==> src/sv/levinson_durbin_lpc_top_assert.svh <==
// Assertion macros for the LPC solver.
`ifndef LEVINSON_DURBIN_LPC_TOP_ASSERT_SVH
`define LEVINSON_DURBIN_LPC_TOP_ASSERT_SVH
// Implication that must hold at every clock edge out of reset.
`define LDL_ASSERT_IMP(label, clk, rst_n, ante, cons) \
  label: assert property (@(posedge clk) disable iff (!rst_n) (ante) |-> (cons)) \
    else $error("assertion failed");
// Implication checked in the cycle after the antecedent.
`define LDL_ASSERT_NEXT(label, clk, rst_n, ante, cons) \
  label: assert property (@(posedge clk) disable iff (!rst_n) (ante) |=> (cons)) \
    else $error("assertion failed");
`endif

==> src/sv/ldl_pkg.sv <==
// Package of shared constants and types for the LPC solver.
`default_nettype none
package ldl_pkg;
  localparam int MAX_ORDER_DEF = 32;
  localparam logic [5:0] ORDER_RESET = 6'd12;
  localparam logic signed [23:0] Q18_ONE = 24'sd262144;
  localparam logic [23:0] Q23_ONE = 24'd8388608;
  localparam logic signed [23:0] C24_MAX = 24'sd8388607;
  localparam logic signed [23:0] C24_MIN = -24'sd8388608;

  typedef struct packed {
    logic        start;
    logic [55:0] num;
    logic [23:0] den;
  } div_req_t;

  function automatic logic signed [23:0] sat24(input logic signed [47:0] v);
    logic signed [23:0] r;
    if (v > 48'sd8388607) r = C24_MAX;
    else if (v < -48'sd8388608) r = C24_MIN;
    else r = v[23:0];
    return r;
  endfunction
endpackage
`default_nettype wire

==> src/sv/ldl_div.sv <==
// Restoring divider, one quotient bit per cycle.
`default_nettype none
module ldl_div import ldl_pkg::*; (
  input  wire logic        clk,
  input  wire logic        rst_n,
  input  wire div_req_t    req,
  output logic             done,
  output logic [55:0]      quot
);
  logic [55:0] q_r, q_nxt;
  logic [24:0] rem_r, rem_nxt;
  logic [23:0] den_r;
  logic [5:0]  cnt_r, cnt_nxt;
  logic        busy_r, busy_nxt, done_r, done_nxt;
  logic [24:0] sh;

  always_comb begin
    q_nxt = q_r; rem_nxt = rem_r; cnt_nxt = cnt_r; busy_nxt = busy_r; done_nxt = 1'b0;
    sh = {rem_r[23:0], q_r[55]};
    if (req.start) begin
      q_nxt = req.num; rem_nxt = '0; cnt_nxt = 6'd55; busy_nxt = 1'b1;
    end else if (busy_r) begin
      if (sh >= {1'b0, den_r}) begin
        rem_nxt = sh - {1'b0, den_r}; q_nxt = {q_r[54:0], 1'b1};
      end else begin
        rem_nxt = sh; q_nxt = {q_r[54:0], 1'b0};
      end
      cnt_nxt = cnt_r - 6'd1;
      if (cnt_r == 6'd0) begin
        busy_nxt = 1'b0; done_nxt = 1'b1;
      end
    end
  end

  always_ff @(posedge clk) begin
    if (!rst_n) begin
      busy_r <= 1'b0; done_r <= 1'b0; cnt_r <= '0;
    end else begin
      busy_r <= busy_nxt; done_r <= done_nxt; cnt_r <= cnt_nxt;
    end
    q_r <= q_nxt; rem_r <= rem_nxt;
    if (req.start) den_r <= req.den;
  end

  assign done = done_r;
  assign quot = q_r;
endmodule
`default_nettype wire

==> config.mk <==
export PLATFORM = sky130hd
export DESIGN_NAME = ldl_div
export DESIGN_NICKNAME = d
export VERILOG_FILES = /design/src/sv/levinson_durbin_lpc_top_assert.svh /design/src/sv/ldl_pkg.sv /design/src/sv/ldl_div.sv
export SDC_FILE = /design/constraint.sdc
export NUM_CORES = 1
export LEC_CHECK = 0
export ABC_CLOCK_PERIOD_IN_PS = 3300
export BUFFER_PORTS_ARGS = -buffer_cell sky130_fd_sc_hd__buf_2
export CAP_MARGIN = 20
export CORE_MARGIN = 1
export CORE_UTILIZATION = 35
export CTS_CLUSTER_DIAMETER = 100
export DETAILED_ROUTE_END_ITERATION = 16
export SLEW_MARGIN = 0
export SYNTH_ARGS = -nofsm -noshare
export SYNTH_HDL_FRONTEND = slang
export SYNTH_SLANG_ARGS = --single-unit
==> constraint.sdc <==
create_clock -name clk -period 3.3 [get_ports clk]
set_clock_uncertainty 0.15 [all_clocks]
set_input_delay 0.33 -clock clk [delete_from_list [all_inputs] [get_ports clk]]
set_output_delay 0.33 -clock clk [all_outputs]
set_load 0.02 [all_outputs]
==> summary.txt <==
Logic synthesis
  • Asr flop ratio synth: 0%
  • Proportion of synthesized chip area in sequential cells: 52.53%
  • Largest area contributor in the synthesized netlist: edfxtp_1
  • Most used flip-flop cell after synthesis: edfxtp_1
  • Mapped Nets: 613
  • Yosys reg bits: 112
  • Top-count cell post-synth: edfxtp_1
  • Synthesized area: between 5000 and 6000 sq um
  • Yosys warnings: 0
  • Synth unique cells: a little over 50
  • Fraction of synthesized cell area taken by the top area cell type: 41.47%
  • Ranking of synthesized cells by area: edfxtp_1 41%, dfxtp_1 11%, mux2_2 11%, ha_1 5.6%, nor2_1 3.6%
  • Synth Instances: 503
  • Number of enable-type register cells in the synthesized netlist: 80
  • Most frequent cells after synthesis: 80 x edfxtp_1, 56 x mux2_2, 55 x nor2_1, 34 x inv_1, 32 x dfxtp_1
  • Mapped Avg Cell Area: 11.52 sq um

Setup path
  • Critical path's slowest cell: or3_1
  • Crit path kind: reg2reg
  • Crit path largest cell delay: 370 ps
  • CP Data Required Time: about 3400 ps
  • Cell-by-cell trace of the critical path: inv_1 > ha_1 > nor3_1 > or3_1 > a21o_1 > o2111ai_2 > and2_4 > a31oi_4 > buf_4 > a211o_1 > a311oi_1
  • Category of the worst setup path capture point: flip-flop
  • Kind of launch point of the worst setup path: flip-flop
  • Top delay family on crit path: compound AO/OA/AOI/OAI gates
  • Maximum net fanout on the critical path: 14
  • Endpoint arrival time on the critical path: ~3000 ps
  • Buffer and inverter count on the worst path: 2

Timing
  • Measured slew at the worst slew-check pin: between 500 and 600 ps
  • Part of the cycle the worst path needs: around nine tenths
  • Post-route minimum period: approximately 3000 ps
  • Final setup violation count: 0
  • Relative slew slack: between 60 and 70%
  • Hold violation count in the final report: 0
  • Highest achievable clock rate: about 340 MHz
  • Total negative slack: 0 ps
  • RSZ-0062 raised after global routing: no
  • Final max-slew violation count: 0

Global routing
  • Antenna violations before repair: 1
  • First-pass GRT wire length: about 21000 um
  • Global route overflow: 0
  • Total GRT Usage: between 10% and 20%
  • Vias in the first global route: about 4400
  • Largest net degree at the start of global routing: between 100 and 150

Floorplanning
  • Starting density of the core: 36.21%
  • Die area: ~17000 sq um
  • Core ar.: 16000 sq um
  • I/O pin cnt: 140
  • Rows: 46
  • Horiz. Die Dim: between 100 and 150 um
  • Y dimension of the die: about 130 um

CTS
  • Worst-case clock buffer depth: 2
  • Total number of clock tree sinks: approximately 110
  • Root buf cell: clkbuf_16
  • CTS tree: done
  • Number of setup buffers added after CTS: 0
  • Clock-pin slew on the worst setup and hold paths: 80 ps
  • CTS Buf Count: 9
  • Clock network latency to the later pin of the worst-skew pair: between 300 and 400 ps
  • CTS H-tree lvls: 3

Status
  • Result of the run: finished, final reports clean

Finish
  • Ant. Diodes: 0
  • Final cell count without fillers: between 800 and 900
  • Share of layout cells above drive strength 1: approximately 33%
  • Area overhead of the layout relative to synthesis: 26.05%
  • Layout net count: 771
  • Design area: 7302 sq um

Run
  • Max capacitance violation total: 0

Power and ir drop
  • Power per Cell Area: 509.5 nW/um^2
  • Worst VDD drop: between 0.2 and 0.3 mV
  • Design Power: ~0.0037 W
  • Leak pwr: 3.120 nW

Placed design
  • Global placer's final weighted congestion: 0.8634
  • Number of buffers added on ports: around 140
  • Hpwl dp: 9348 um
  • Cell area reported after detailed placement: about 6700 sq um
  • Number of cells after detailed placement: between 800 and 900

Detailed routing
  • Number of iterations in the first detailed-routing pass: 4
  • DRC viols: 0
  • Via density: about 5
  • Total routed wirelength: around 13000 um
  • DR iter-0 viols: approximately 200
  • Routed vias: around 4400
  • Average detailed-routed wire length per instance: about 15 um
  • ANT nets after route: 0

Min path
  • Min-Delay Path Class: in2reg
-- per-layer routing --
metal	GRT usage, %	vias to the layer above	share of wire [%]	wire length (um)
met3	6.311	18	7.5	979
met2	27.64	126	48	6236
li1	-	2161	-	-
met4	4.936	2	1.4	184
met5	0	-	0.092	12
met1	19.18	2045	43	5648
-- path summary, 6_finish.rpt --
path | startpoint | to | slack, ps | cells past startpoint
worst min-delay path | req[77] | quot[53]$_DFFE_PP_ | 110 | 2
worst max-delay path | den_r[5]$_DFFE_PP_ | rem_r[11]$_SDFFE_PP0P_ | 390 | 11
worst min register to register | rem_r[1]$_SDFFE_PP0P_ | rem_r[1]$_SDFFE_PP0P_ | 330 | 2
worst max register to register | den_r[5]$_DFFE_PP_ | rem_r[11]$_SDFFE_PP0P_ | 390 | 11
-- where the power goes --
| group | switching [W] | internal [W] |
|---|---|---|
| clock | 0.000576 | 0.000619 |
| combinational | 0.000447 | 0.000351 |
| sequential | 0.0000712 | 0.00166 |
| total | 0.00109 | 0.00263 |
-- cell usage in the layout, fill, tap and decap left out, types with 10 or more instances in the layout --
| master | count |
|---|---|
| a211oi_1 | 18 |
| a21oi_1 | 18 |
| buf_2 | 138 |
| dfxtp_1 | 32 |
| dlygate4sd3_1 | 24 |
| edfxtp_1 | 80 |
| ha_1 | 26 |
| inv_1 | 33 |
| mux2_2 | 56 |
| mux2i_1 | 18 |
| nand2_1 | 23 |
| nand3_1 | 10 |
| nor2_1 | 55 |
| nor3_1 | 10 |
| o21ai_0 | 15 |
| xnor2_1 | 17 |
-- state kept, by name, indices dropped and copies added, names as in the netlist --
register,flops
den_r,24
rem_r,24
busy_r,1
cnt_r,6
quot,56
done,1
-- layout make-up --
cell class,instances,area (sq um)
Tap cell,216,270.3
Timing Repair Buffer,168,1001
Inverter,34,127.6
Sequential cell,112,3043
Fill cell,1569,8698
Clock inverter,7,103.9
Clock buffer,9,225.2
Multi-Input combinational cell,336,2531
-- cell families after synthesis --
logic type / count (synthesis) / synth area share [%]
DFF: 112 / 52.53
buffers and inverters: 55 / 3.780
xor gates and xnor gates: 23 / 3.477
and+or+nand+nor: 118 / 9.093
AOI/OAI and AO/OA: 94 / 11.17
adders and majority gates: 27 / 5.961
muxes: 74 / 14.00
-- stage by stage --
stage / worst slack [ps] / hold WS [ps] / util (%)
5_1_grt: 101.3 / 95.61 / 45.64
6_report: 385.0 / 107.6 / 45.64
3_3_place_gp: 470.5 / 315.4 / 41.95
3_5_place_dp: 392.6 / 329.7 / 42.08
2_1_floorplan: 627.3 / 278.9 / -
4_1_cts: 363.3 / 3.641 / 45.57
-- timing repair --
item,4_1_cts,5_1_grt
hold buffers,23,1
resized for setup,0,0
hold endpoints to repair,23,1
No activity file was read; power rests on OpenSTA's default activity.
